$ cat config.mk
export PLATFORM = sky130hd
export DESIGN_NAME = cel_ram
export DESIGN_NICKNAME = d
export VERILOG_FILES = /design/src/rtl/csr_edge_lookup_defines.svh /design/src/rtl/cel_ram.sv
export SDC_FILE = /design/constraint.sdc
export NUM_CORES = 1
export LEC_CHECK = 0
export BUFFER_PORTS_ARGS = -buffer_cell sky130_fd_sc_hd__buf_2
export CAP_MARGIN = 5
export CORE_ASPECT_RATIO = 1.2
export CORE_UTILIZATION = 27
export DETAILED_ROUTE_END_ITERATION = 10
export GPL_TIMING_DRIVEN = 0
export PLACE_DENSITY_LB_ADDON = 0.3
export SETUP_SLACK_MARGIN = 0.5
export SYNTH_ARGS = -nofsm -noshare
export SYNTH_HDL_FRONTEND = slang
export SYNTH_SLANG_ARGS = --single-unit
$ cat constraint.sdc
create_clock -name clk -period 1.9 [get_ports clk]
set_input_delay 0.285 -clock clk [delete_from_list [all_inputs] [get_ports clk]]
set_output_delay 0.285 -clock clk [all_outputs]
set_load 0.05 [all_outputs]
$ cat src/rtl/csr_edge_lookup_defines.svh
// Assertion macros for the graph edge lookup block.
// Used by the top level; needs a clk and rst in the enclosing module.
`ifndef CSR_EDGE_LOOKUP_DEFINES_SVH
`define CSR_EDGE_LOOKUP_DEFINES_SVH

// same-cycle implication
`define CEL_ASSERT_NOW(lbl, ante, cons, msg) \
  lbl: assert property (@(posedge clk) disable iff (rst) (ante) |-> (cons)) \
    else $error(msg);

// next-cycle implication
`define CEL_ASSERT_NEXT(lbl, ante, cons, msg) \
  lbl: assert property (@(posedge clk) disable iff (rst) (ante) |=> (cons)) \
    else $error(msg);

`endif

$ cat src/rtl/cel_ram.sv
// Generic single-write, single-read RAM with registered read data.
// No dependencies.
`default_nettype none
module cel_ram #(
  parameter int unsigned WIDTH = 8,
  parameter int unsigned DEPTH = 16,
  parameter int unsigned AW    = (DEPTH > 1) ? $clog2(DEPTH) : 1
) (
  input  wire logic             clk,
  input  wire logic             we,
  input  wire logic [AW-1:0]    waddr,
  input  wire logic [WIDTH-1:0] wdata,
  input  wire logic [AW-1:0]    raddr,
  output logic      [WIDTH-1:0] rdata
);

  logic [WIDTH-1:0] mem [DEPTH];

  always_ff @(posedge clk) begin
    if (we) begin
      mem[waddr] <= wdata;
    end
    rdata <= mem[raddr];
  end

endmodule
`default_nettype wire

==> After elaboration in Yosys (flattened, before gate mapping) <==
Memory sizes are Yosys's and may differ from the RTL's. A register that Yosys moved wholly into a read port is not among the register bits.
Cells that the tools add are included.
Widths: inputs -> output; s select.
{ "op_classes": {"n_div": 0, "mux": 2, "n_eq_ne": 0, "n_bitwise": 0, "n_mul": 0, "magnitude_cmp": 0, "shifts": 0, "n_reduce_logical": 0, "n_addsub": 0} }
{ "ops": {"columns": ["operator", "count"], "rows": [
  ["$mux 1", 2]
]} }
{ "word_totals": {"latchBits": 0, "input_bits": 18, "mem_count": 1, "ram_bits": 128, "output_inout_bits": 8, "regBits": 0, "romBits": 0} }
{ "mem_list": {"columns": ["memory", "words", "width", "rd", "rd_ports_with_merged_regs", "write_ports", "line", "text"], "rows": [
  ["mem", 16, 8, 1, 1, 1, "cel_ram.sv:17", "logic [WIDTH-1:0] mem [DEPTH];"]
]} }

==> Longest topological paths before layout <==
{ "depth": {"ltp_word": 2, "depth_mapped": 5} }

==> Least setup slack after synthesis <==
Ideal clock, no wire load.
{ "synth_path": {"path_type": "input -> register", "startpoint": "input port waddr[2]", "endpoint": "memory mem[0][0], enable pin", "n_path_buf": 0, "arrival_time_ns": 1.395, "cell_stages": 2, "setup_slack_ns": 0.122, "required_time_ns": 1.517, "setup_ns": 0.383, "path_cell_list": "or3b_2 nor3_1"} }
{ "synth_lines": {"columns": ["element", "line", "text"], "rows": [
  ["from (decl)", "cel_ram.sv:11", "input wire logic [AW-1:0] waddr,"],
  ["to (decl)", "cel_ram.sv:17", null]
]} }
Straight into the memory's write port.

==> summary.md <==
| Metric | Value |
|---|---|
| Final antenna diode count | `0` |
| Post-route antenna net violation count | `0` |
| Hold worst-path end | `mem[6][5]` |
| Number of standard cells in the layout, taps in and fillers out | `538` |
| Final hold violation count | `0` |
| Area share of the largest cell type after synthesis | `74.7%` |
| Synthesized instance count | `229` |
| Synth warnings | `0` |
| Post-CTS setup repair buffer count | `0` |
| IO Port Bufs | `24` |
| Top-level port count | `26` |
| Hold Startpoint | `wdata[5]` |
| Width of the chip | `128 um` |
| R2r worst-path depth | `3` |
| Crit Reg-Reg Startpoint | `mem[3][4]` |
| Cell Area, Synth | `5150 sq um` |
| Post-layout min period | `1.41 ns` |
| First-pass GRT wire length | `14,900 um` |
| Count of cell types in the netlist | `19` |
| Cell type of the slowest stage on the worst timing path | `mux4_2` |
| Critical Path Sink Type | `flop` |
| Maximum net fanout on the critical path | `1` |
| Worst setup path category | `flop to flop` |
| Overall via count from detail_route | `2,346` |
| Worst hold path cell count | `1` |
| Endpoint of the worst register-to-register path | `rdata[4]` |
| Syn_nets | `247` |
| Number of nets at the end of the flow | `291` |
| #FFs+latches synth | `136` |
| Layout fillers | `1,738` |
| Clock latency of the later-clocked register in the worst-skew pair | `0.41 ns` |
| Combined buffer and inverter count along the critical path | `0` |
| Crit path DAT | `1.70 ns` |
| Root Driver | `clkbuf_16` |
| Drt drc | `0` |
| Delay contributed by the slowest stage of the critical path | `0.50 ns` |
| Mean area per synthesized cell | `22.5 sq um` |
| Number of violations of the max-capacitance limit | `0` |
| Slew @ Worst Pin | `0.870 ns` |
| Area of the multi-input gates | `1120 sq um` |
| CTS Buf Count | `17` |
| Total leakage power | `2.07 nW` |
| Detailed-route wire length | `10,300 um` |
| Leftover overflow at the end of global routing | `0` |
| Die Area | `19,600 sq um` |
| Vert. Die Dim | `153 um` |
| Storage element area | `4000 sq um` |
| CTS clk-pin slew, worst paths | `0.06 ns` |
| Core Region | `18,400 sq um` |
| Final Slew Violations | `0` |
| Post-route clock period utilization | `74.5%` |
| Area growth from synthesis to final layout | `23.2%` |
| Setup repair after global routing missed its margin | `true` |
| IR drop worst, VDD | `0.000605 V` |
| Total negative slack | `0 ns` |
| Number of global-route vias before repair | `2,397` |
| Cell chain of the critical path | `mux4_2 > a22oi_1 > nand2_1` |
| Top cell family by delay on the critical path | `multiplexers` |
| Setup violators final | `0` |
| Count of placed standard cells including taps | `506` |
| Top post-synthesis cells by area | `edfxtp_1 (75%), mux4_2 (7.9%), mux4_1 (7.1%), dfxtp_1 (3.1%), a22oi_1 (2.3%)` |
| WHS | `0.278 ns` |
| Cell Rows | `54` |
| Sequential area share after synthesis | `77.8%` |
| Post-DR vias/cell | `4.36` |
| HP Class | `input port to flop` |
| Cell taking the most area after synthesis | `edfxtp_1` |
| Post-Route Skew | `0.00965 ns` |
| Relative slew slack | `41.8%` |
| CTS tree | `built` |
| Wire length per cell after detailed routing | `19.2 um` |
| Max clock buf depth | `2` |
| Sum of net half-perimeters after detailed placement | `6730 um` |
| Maximum number of pins on one net before global-route repair | `17` |
| Number of sinks on the clock net | `136` |
| DRT iter0 DRCs | `152` |
| Total power per unit cell area | `1190 nW/um^2` |
| FMAX | `707 MHz` |
| Hold_buf cts | `0` |
| Final weighted congestion in routability-driven placement | `0.810` |
| CTS HTree Levels | `4` |
| Reg-to-reg setup timing slack | `0.49 ns` |
| CP startpoint kind | `flop` |
| Data required time of the worst path | `2.18 ns` |
| Router iterations before antenna repair | `4` |
| Final total power | `7.53 mW` |
| Antenna violations before repair | `0` |
| Fraction of layout instances using a drive strength above 1 | `35.7%` |
| Gr usage total | `11.1%` |
| Result of the run | `completed` |
| Starting density of the core | `27.9%` |
[sequential cells by signal, indices dropped and copies added, names as in the netlist]
register / cells
mem: 128
rdata: 8
[cell usage after synthesis]
| cell | count |
|---|---|
| mux4_1 | 14 |
| nor2_1 | 13 |
| or3b_2 | 1 |
| dfxtp_1 | 8 |
| clkdlybuf4s25_2 | 3 |
| mux4_2 | 18 |
| nand3b_1 | 2 |
| and2_1 | 1 |
| nor2b_1 | 1 |
| and2b_1 | 1 |
| buf_4 | 1 |
| nand3_1 | 1 |
| buf_2 | 3 |
| nand2_1 | 9 |
| edfxtp_1 | 128 |
| nor3_1 | 4 |
| buf_6 | 3 |
| nand2b_1 | 2 |
| a22oi_1 | 16 |
[power by group]
part	switching, mW	total, mW	internal [mW]
clock network	1.17	3.74	2.57
logic	0.272	0.414	0.143
registers	0.0150	3.37	3.36
[worst max-delay path by stage]
stage	start	end	cells past startpoint
finish	mem[3][4]	rdata[4]	3
global route	waddr[2]	mem[10][0]	3
CTS	mem[1][2]	rdata[2]	3
detailed placement	we	mem[12][7]	4
global placement	we	mem[12][7]	3
floorplan	raddr[0]	rdata[1]	5
[through the flow]
step | util, % | setup WS [ns] | area [sq um]
after floorplan | - | 0.479 | 5190
after global placement | 30.5 | -0.194 | 5620
after detailed placement | 30.5 | 0.0159 | 5630
after CTS | 34.3 | 0.484 | 6330
after global routing | 34.4 | 0.477 | 6340
final | 34.4 | 0.485 | 6340
[layout make-up]
class	instances	share of cell area (%)
multi-input cells	83	17.7
repair buffers	25	2.01
clock inverters	15	4.03
well taps	252	4.97
clock buffers	17	6.71
plain buffers	10	1.48
flip-flops and latches	136	63.1
[metal layers]
metal,wire (um),vias up,GRT usage [%]
met5,0,-,0
met4,121,0,3.87
met3,591,9,3.36
met2,5020,69,17.5
met1,4610,1211,14.6
li1,-,1057,-
[cells by family (layout without fill, tap and decap cells)]
group                  after synthesis  count (layout)  share of synthesized area, %
AOI/OAI and AO/OA                   16              16                          2.33
buffers and inverters               10              67                          1.68
DFF                                136             136                          77.8
muxes                               32              32                          15.0
and+or+nand+nor                     35              35                          3.18
[cell usage in the layout, fill, tap and decap left out, types with 4 or more instances in the layout]
master,count
nor2_1,9
clkbuf_16,17
edfxtp_1,128
a22oi_2,7
mux4_2,21
dfxtp_1,8
nand2_1,9
mux4_1,11
buf_2,27
bufinv_16,7
a22oi_1,9
nor2_2,4
[what timing repair did]
action / CTS / global route
cloned: 0 / 0
setup endpoints to repair: 8 / 25
pin swaps: 0 / 2
gates resized for setup: 6 / 6
Power figures use the tool's default switching activity.
