==> config.mk <==
export PLATFORM = sky130hd
export DESIGN_NAME = cel_step
export DESIGN_NICKNAME = d
export VERILOG_FILES = /design/src/rtl/csr_edge_lookup_defines.svh /design/src/rtl/cel_pkg.sv /design/src/rtl/cel_step.sv
export SDC_FILE = /design/constraint.sdc
export NUM_CORES = 1
export LEC_CHECK = 0
export ABC_AREA = 1
export BUFFER_PORTS_ARGS = -buffer_cell sky130_fd_sc_hd__buf_2
export CORE_MARGIN = 8
export CORE_UTILIZATION = 34
export DETAILED_ROUTE_END_ITERATION = 8
export MAX_ROUTING_LAYER = met4
export PLACE_DENSITY = 0.59
export RECOVER_POWER = 25
export SYNTH_ARGS = -nofsm -noshare
export SYNTH_HDL_FRONTEND = slang
export SYNTH_SLANG_ARGS = --single-unit
==> constraint.sdc <==
create_clock -name vclk -period 3.49
set_input_delay 0.698 -clock vclk [all_inputs]
set_output_delay 0.698 -clock vclk [all_outputs]
set_load 0.05 [all_outputs]
==> src/rtl/csr_edge_lookup_defines.svh <==
// Assertion macros for the graph edge lookup block.
// Used by the top level; needs a clk and rst in the enclosing module.
`ifndef CSR_EDGE_LOOKUP_DEFINES_SVH
`define CSR_EDGE_LOOKUP_DEFINES_SVH

// same-cycle implication
`define CEL_ASSERT_NOW(lbl, ante, cons, msg) \
  lbl: assert property (@(posedge clk) disable iff (rst) (ante) |-> (cons)) \
    else $error(msg);

// next-cycle implication
`define CEL_ASSERT_NEXT(lbl, ante, cons, msg) \
  lbl: assert property (@(posedge clk) disable iff (rst) (ante) |=> (cons)) \
    else $error(msg);

`endif

==> src/rtl/cel_pkg.sv <==
// Shared types and constants for the graph edge lookup block.
// No dependencies.
`default_nettype none
package cel_pkg;

  localparam int unsigned RUN_W  = 13;
  localparam int unsigned NODE_W = 10;
  localparam int unsigned TAG_W  = 12;

  localparam logic [1:0] OP_ROW   = 2'd0;
  localparam logic [1:0] OP_EDGE  = 2'd1;
  localparam logic [1:0] OP_QUERY = 2'd2;

  typedef enum logic [2:0] {
    S_IDLE,
    S_ROW_LO,
    S_ROW_HI,
    S_RANGE,
    S_CMP,
    S_FINAL,
    S_PUT
  } state_t;

  typedef struct packed {
    logic             empty;
    logic             more;
    logic [RUN_W-1:0] mid;
  } step_t;

endpackage
`default_nettype wire

==> src/rtl/cel_step.sv <==
// Shared search step unit: midpoint of a run and its empty / more flags.
// Depends on cel_pkg.
`default_nettype none
module cel_step (
  input  wire logic [cel_pkg::RUN_W-1:0] lo,
  input  wire logic [cel_pkg::RUN_W-1:0] hi,
  output cel_pkg::step_t                 step
);

  logic [cel_pkg::RUN_W:0] lo_inc;
  logic [cel_pkg::RUN_W-1:0] span;

  always_comb begin
    lo_inc     = {1'b0, lo} + {{cel_pkg::RUN_W{1'b0}}, 1'b1};
    span       = hi - lo;
    step.empty = (lo >= hi);
    step.more  = (lo_inc < {1'b0, hi});
    step.mid   = lo + (span >> 1);
  end

endmodule
`default_nettype wire

Word level (Yosys, flattened, before mapping)
Index checks and enable logic that the tools add are counted.
{"block": "word_totals", "ff_bits": 0, "input_bits": 26, "output_inout_bits": 15}
{"block": "op_classes", "addsub": 3, "order_cmp": 2}
{"operator": "$add A13 B1 Y14 const B", "count": 1}
{"operator": "$lt A14 B13 Y1", "count": 1}
{"operator": "$add A13 B12 Y13", "count": 1}
{"operator": "$ge A13 B13 Y1", "count": 1}
{"operator": "$sub A13 B13 Y13", "count": 1}

Depth between registers and ports, before layout
Gate-level depths: netlist of the first run.
{"block": "depth", "word_depth": 2, "depth_mapped": 18, "ltp_nobuf": 18}

Worst setup path after synthesis of the first run
No wires, ideal clock.
{"block": "synth_path", "path_kind": "input to output", "start": "input port hi[0] (netlist name)", "end": "output port step[8] (netlist name)", "t_arrival_ns": 3.268, "required_time_ns": 2.792, "path_slack_ns": -0.476, "stages": 13, "n_path_buf": 0, "cell_sequence": "inv_1 > ha_1 > fa_1 > inv_1 > nand3_1 > nand3_1 > a21oi_1 > xnor2_1 > ha_1 > nand2_1 > nor2_1 > a21oi_1 > xnor2_1"}
{"item": "start, declared", "line": "cel_step.sv:6", "rtl": "input wire logic [cel_pkg::RUN_W-1:0] hi,"}
{"item": "end, declared", "line": "cel_step.sv:7", "rtl": "output cel_pkg::step_t step"}

==> results.yml, run 1 <==
outcome:
  status: "finished with violations"
  violations: "negative setup slack"
detailed_routing:
  wirelength_um: 6620
  antenna_left: 0
  num_vias: 2573
  routedWlPerCell_um: 11.9
  via_per_inst: 4.63
  drt_first_pass_iters: 4
  post-route-drc-count: 0
  dr.first_iter.drc_count: 120
worst_setup_path:
  cp.required_ns: 2.79
  slowest_stage: "fa_2"
  crit_path_cell_trace: "buf_8, inv_4, ha_4, fa_2, inv_2, nand3_4, nand3_4, xor2_1, ha_1, nand2_2, a21oi_2, o21ai_1, nand4_1, nand2_4, buf_8"
  worst_setup_path_end_kind: "output port"
  setup.worst_path.class: "input pin to output port"
  max_stage_delay_ns: 0.35
  cp_data_arrival_time_ns: 2.94
  cp-start-kind: "input pin"
  path_buf_inv: 4
  cp_top_family: "adder cells"
  path_max_fanout: 5
sta:
  tightest_slew_ns: 0.595
  timing.final.crit_share_pct: 104
  fmax_mhz: 275
  fin_ws_ns: -0.148
  hold_viol_final: 0
  setup_viol: 8
  rsz0062_at_grt: "yes"
  hold_ws_ns: 1.87
  slew_violations: 0
  period_minus_slack_ns: 3.64
  max-slew-margin-rel_pct: 60.5
pwr:
  peakVddDrop_mv: 0.393
  powerDensity_nw_per_um2: 363
  p_total_mw: 1.25
  power_leakage_nw: 1.86
global_route:
  grt_pass1_vias: 2456
  antenna_found_initial: 0
  grt_overflow: 0
  grt_max_degree: 7
  grt_usage_pct: 14.8
  grt_pass1_wl_um: 10800
placement:
  placed_cells: 550
  portBuffers: 41
  place_congestion: 0.902
  hpwl_um: 5540
  dp_slack_ns: -0.413
floorplanning:
  die_h_um: 93.6
  pin_count: 41
  core_sq_um: 5890
  num_rows: 28
  start_util_pct: 34.8
  die_x_um: 93.6
  die_area_sq_um: 8760
layout:
  n_clock_buffer: 0
  final_common_cell: "nand2_1"
  drive_gt1_share_pct: 42.2
  layout_common_cells: "86 x nand2_1, 66 x inv_1, 66 x buf_4, 31 x nor2_1, 26 x buf_2"
  final_util_pct: 58.4
  antenna_cells: 0
  seqCellArea_sq_um: 0
  fillers: 573
  nets: 551
  final_cells: 556
  seq_cells: 0
  syn2layout_area_growth_pct: 67.7
flow_run:
  drv_cap: 0
synthesis:
  syn_nets: 443
  netlist_instances: 375
  yosysWarningCount: 0
  ys_types: 21
  seq_area_frac_synth_pct: 0
  syn_avg_cell_area_sq_um: 5.46
  netlist_area_sq_um: 2050
min_path:
  min_path_type: "input pin to output port"
[layer usage]
metal	part of all wire, %	vias to the layer above	global-route usage (%)
met1	48	1132	19.6
li1	-	1387	-
met4	0.97	0	0.528
met2	48	48	25.7
met5	0	-	-
met3	2.7	6	0.240
[what timing repair did]
action                     in CTS  in global routing
setup endpoints to repair      10                 11
pin swaps                      18                 37
resized for setup              73                 55
setup buffers                   4                  2
hold buffers                    0                  0
[worst paths after layout]
check | start | to | depth (start not counted)
worst max-delay path | hi[0] | step[10] | 15
worst min-delay path | lo[12] | step[12] | 4
[where the power goes]
part	switching [mW]	internal, mW	total, mW	leakage, nW
registers	0	0	0	0
logic	0.732	0.515	1.25	1.86
clock network	0	0	0	0
total	0.732	0.515	1.25	1.86
[Yosys cell counts, drive strengths merged]
library cell / number / area (sq um)
ha: 40 / 500
a21oi: 20 / 100
nand4: 10 / 62.6
nor3: 2 / 15.0
a21o: 3 / 22.5
o21bai: 2 / 15.0
xnor2: 5 / 43.8
nand2: 112 / 428
fa: 2 / 40.0
inv: 76 / 285
nor2b: 1 / 6.26
nand3: 30 / 155
nor2: 47 / 184
and2: 1 / 6.26
o21ai: 8 / 43.8
xor2: 16 / 140
[stage by stage]
step | setup TNS (ns) | area [sq um]
2_1_floorplan | -0.549 | 2140
3_3_place_gp | -2.78 | 2880
3_5_place_dp | -3.16 | 2880
4_1_cts | -0.820 | 3230
5_1_grt | -1.84 | 3440
6_report | -0.565 | 3440
[cell families (layout without fill, tap and decap cells)]
group,Yosys count,in the layout,share of synthesized area [%]
AOI/OAI and AO/OA,33,33,8.86
xor gates and xnor gates,21,21,8.98
adders and majority gates,42,42,26.4
buffers and inverters,76,182,13.9
and+or+nand+nor,203,203,41.8
[layout make-up]
cell class / count / area, sq um / share of cell area [%]
multi-input combinational: 299 / 2260 / 65.9
tap: 75 / 93.8 / 2.73
timing repair buffer: 106 / 791 / 23.0
inverter: 76 / 288 / 8.38
Power figures use the tool's default switching activity.
==> inputs of run 2 (changes only) <==
==> constraint.sdc (replaced) <==
create_clock -name vclk -period 4.38
set_input_delay 0.876 -clock vclk [all_inputs]
set_output_delay 0.876 -clock vclk [all_outputs]
set_load 0.05 [all_outputs]
==> run 2 against run 1 <==
Net effect:
- the run now ends clean
- design area shrank 30%
- critical path depth grew 2
- global-route usage shrank 1.2 points
- critical path type unchanged
- worst setup slack gained 0.31 ns
- count of clock-buffer cells in the layout is the same
- via count shrank 9.4%
- final cell count shrank 11%
- first-iteration DRC count shrank 4.2%
- non-clock buffer count shrank 62
==> results.yml, run 2 (synthesis results as in run 1) <==
detailed_routing:
  dr.first_iter.drc_count: 115
  antenna_left: 0
  via_per_inst: 4.72
  post-route-drc-count: 0
  wirelength_um: 5870
  routedWlPerCell_um: 11.9
  num_vias: 2331
  drt_first_pass_iters: 4
global_route:
  met2_usage_pct: 24.0
  grt_busiest_layer: "met2"
  antenna_found_initial: 0
  grtUsageMet3_pct: 0.881
  grt_usage_pct: 13.6
  grt_pass1_wl_um: 9870
  grt_pass1_vias: 2289
  grt_overflow: 0
  use_met1_pct: 17.5
  grt_max_degree: 7
sta:
  fin_ws_ns: 0.165
  setup_viol: 0
  timing.final.crit_share_pct: 96.2
  max-slew-margin-rel_pct: 60.3
  tightest_slew_ns: 0.598
  period_minus_slack_ns: 4.21
  fmax_mhz: 237
  hold_ws_ns: 2.21
  slew_violations: 0
  hold_viol_final: 0
pwr:
  clkPwrFrac_pct: 0
  seqPwrFrac_pct: 0
  powerDensity_nw_per_um2: 282
  p_int_uw: 204
  power_leakage_nw: 1.48
  peakVddDrop_mv: 0.305
  netSwitchingFraction_pct: 70.1
  p_comb_share_pct: 100.0
  p_sw_uw: 478
placement:
  hpwl_um: 5300
  portBuffers: 41
  dp_slack_ns: 0.0789
  place_congestion: 0.929
worst_setup_path:
  worst_setup_path_end_kind: "output port"
  cp_data_arrival_time_ns: 3.34
  cp-start-kind: "input pin"
  setup.worst_path.class: "input pin to output port"
  path_max_fanout: 4
  cp.required_ns: 3.50
flow_run:
  drv_cap: 0
floorplanning:
  core_sq_um: 5890
  start_util_pct: 34.8
  pin_count: 41
  die_area_sq_um: 8760
  num_rows: 28
  die_h_um: 93.6
  die_x_um: 93.6
clock_tree:
  post-cts-setup-buffers: 0
  hold_buffers: 0
  postCtsResizedCells: 0
layout:
  fillers: 712
  seq_cells: 0
  n_clock_buffer: 0
  seqCellArea_sq_um: 0
  syn2layout_area_growth_pct: 18.0
  drive_gt1_share_pct: 14.1
  layout_common_cells: "108 x nand2_1, 76 x inv_1, 42 x nor2_1, 38 x ha_1, 33 x buf_2"
  antenna_cells: 0
  final_util_pct: 41.1
  multiInputGateArea_sq_um: 1800
  final_common_cell: "nand2_1"
  nets: 489
min_path:
  hold_end: "step[12]"
  min_path_type: "input pin to output port"
  min_from: "lo[12]"
  hold_depth: 4
outcome:
  status: "complete, no violations"
-- run 2: cell types whose count changed in the layout (fill, tap and decap cells not counted), moves of 10 or more --
cell / previous run / this run
ha_1: 25 / 38
nor2_1: 31 / 42
a21oi_1: 7 / 17
nand2_1: 86 / 108
buf_4: 66 / 6
ha_4: 12 / 0
nand2_2: 21 / 4
inv_1: 66 / 76
-- run 2: cell type report --
type	instances	share of cell area, %
inverter	76	11.8
multi-input combinational	299	74.4
timing repair buffer	44	9.94
tap	75	3.88
-- run 2: per-stage QoR --
step | area, sq um | total power, mW | TNS, ns | std cells
3_3_place_gp | 2370 | 0.659 | 0 | 494
6_report | 2420 | 0.682 | 0 | 494
2_1_floorplan | 2050 | 0.514 | 0 | 375
5_1_grt | 2420 | 0.756 | -0.0425 | 494
4_1_cts | 2370 | 0.664 | 0 | 494
3_5_place_dp | 2370 | 0.660 | 0 | 494
-- run 2: worst max-delay path: stages --
cell and delay (ns):
buf_2 0.09, inv_1 0.04, ha_1 0.22, fa_1 0.41, inv_1 0.11, nand3_1 0.09, nand3_2 0.11, a21oi_1 0.08
xnor2_1 0.13, ha_1 0.37, nand2_1 0.13, inv_1 0.04, nand2_1 0.05, nand2_1 0.06, a21oi_1 0.15, xnor2_1 0.13
clkbuf_4 0.25
-- run 2: power by group through the flow --
stage	logic (mW)	registers, mW	clock network, mW
after floorplan	0.514	0	0
after global placement	0.659	0	0
after detailed placement	0.660	0	0
after CTS	0.664	0	0
after global routing	0.756	0	0
final	0.682	0	0
-- run 2: per-layer routing --
layer  up-vias  wire (um)
li1       1269          -
met4         0          0
met1      1031       2910
met2        31       2800
met5         -          0
met3         0        162
-- run 2: worst max-delay path by stage --
stage,from,to,slack (ns)
floorplan,hi[0],step[8],0.06
global placement,lo[0],step[11],0.12
detailed placement,hi[0],step[9],0.08
CTS,hi[0],step[9],0.07
global route,hi[0],step[10],-0.03
finish,hi[0],step[8],0.17
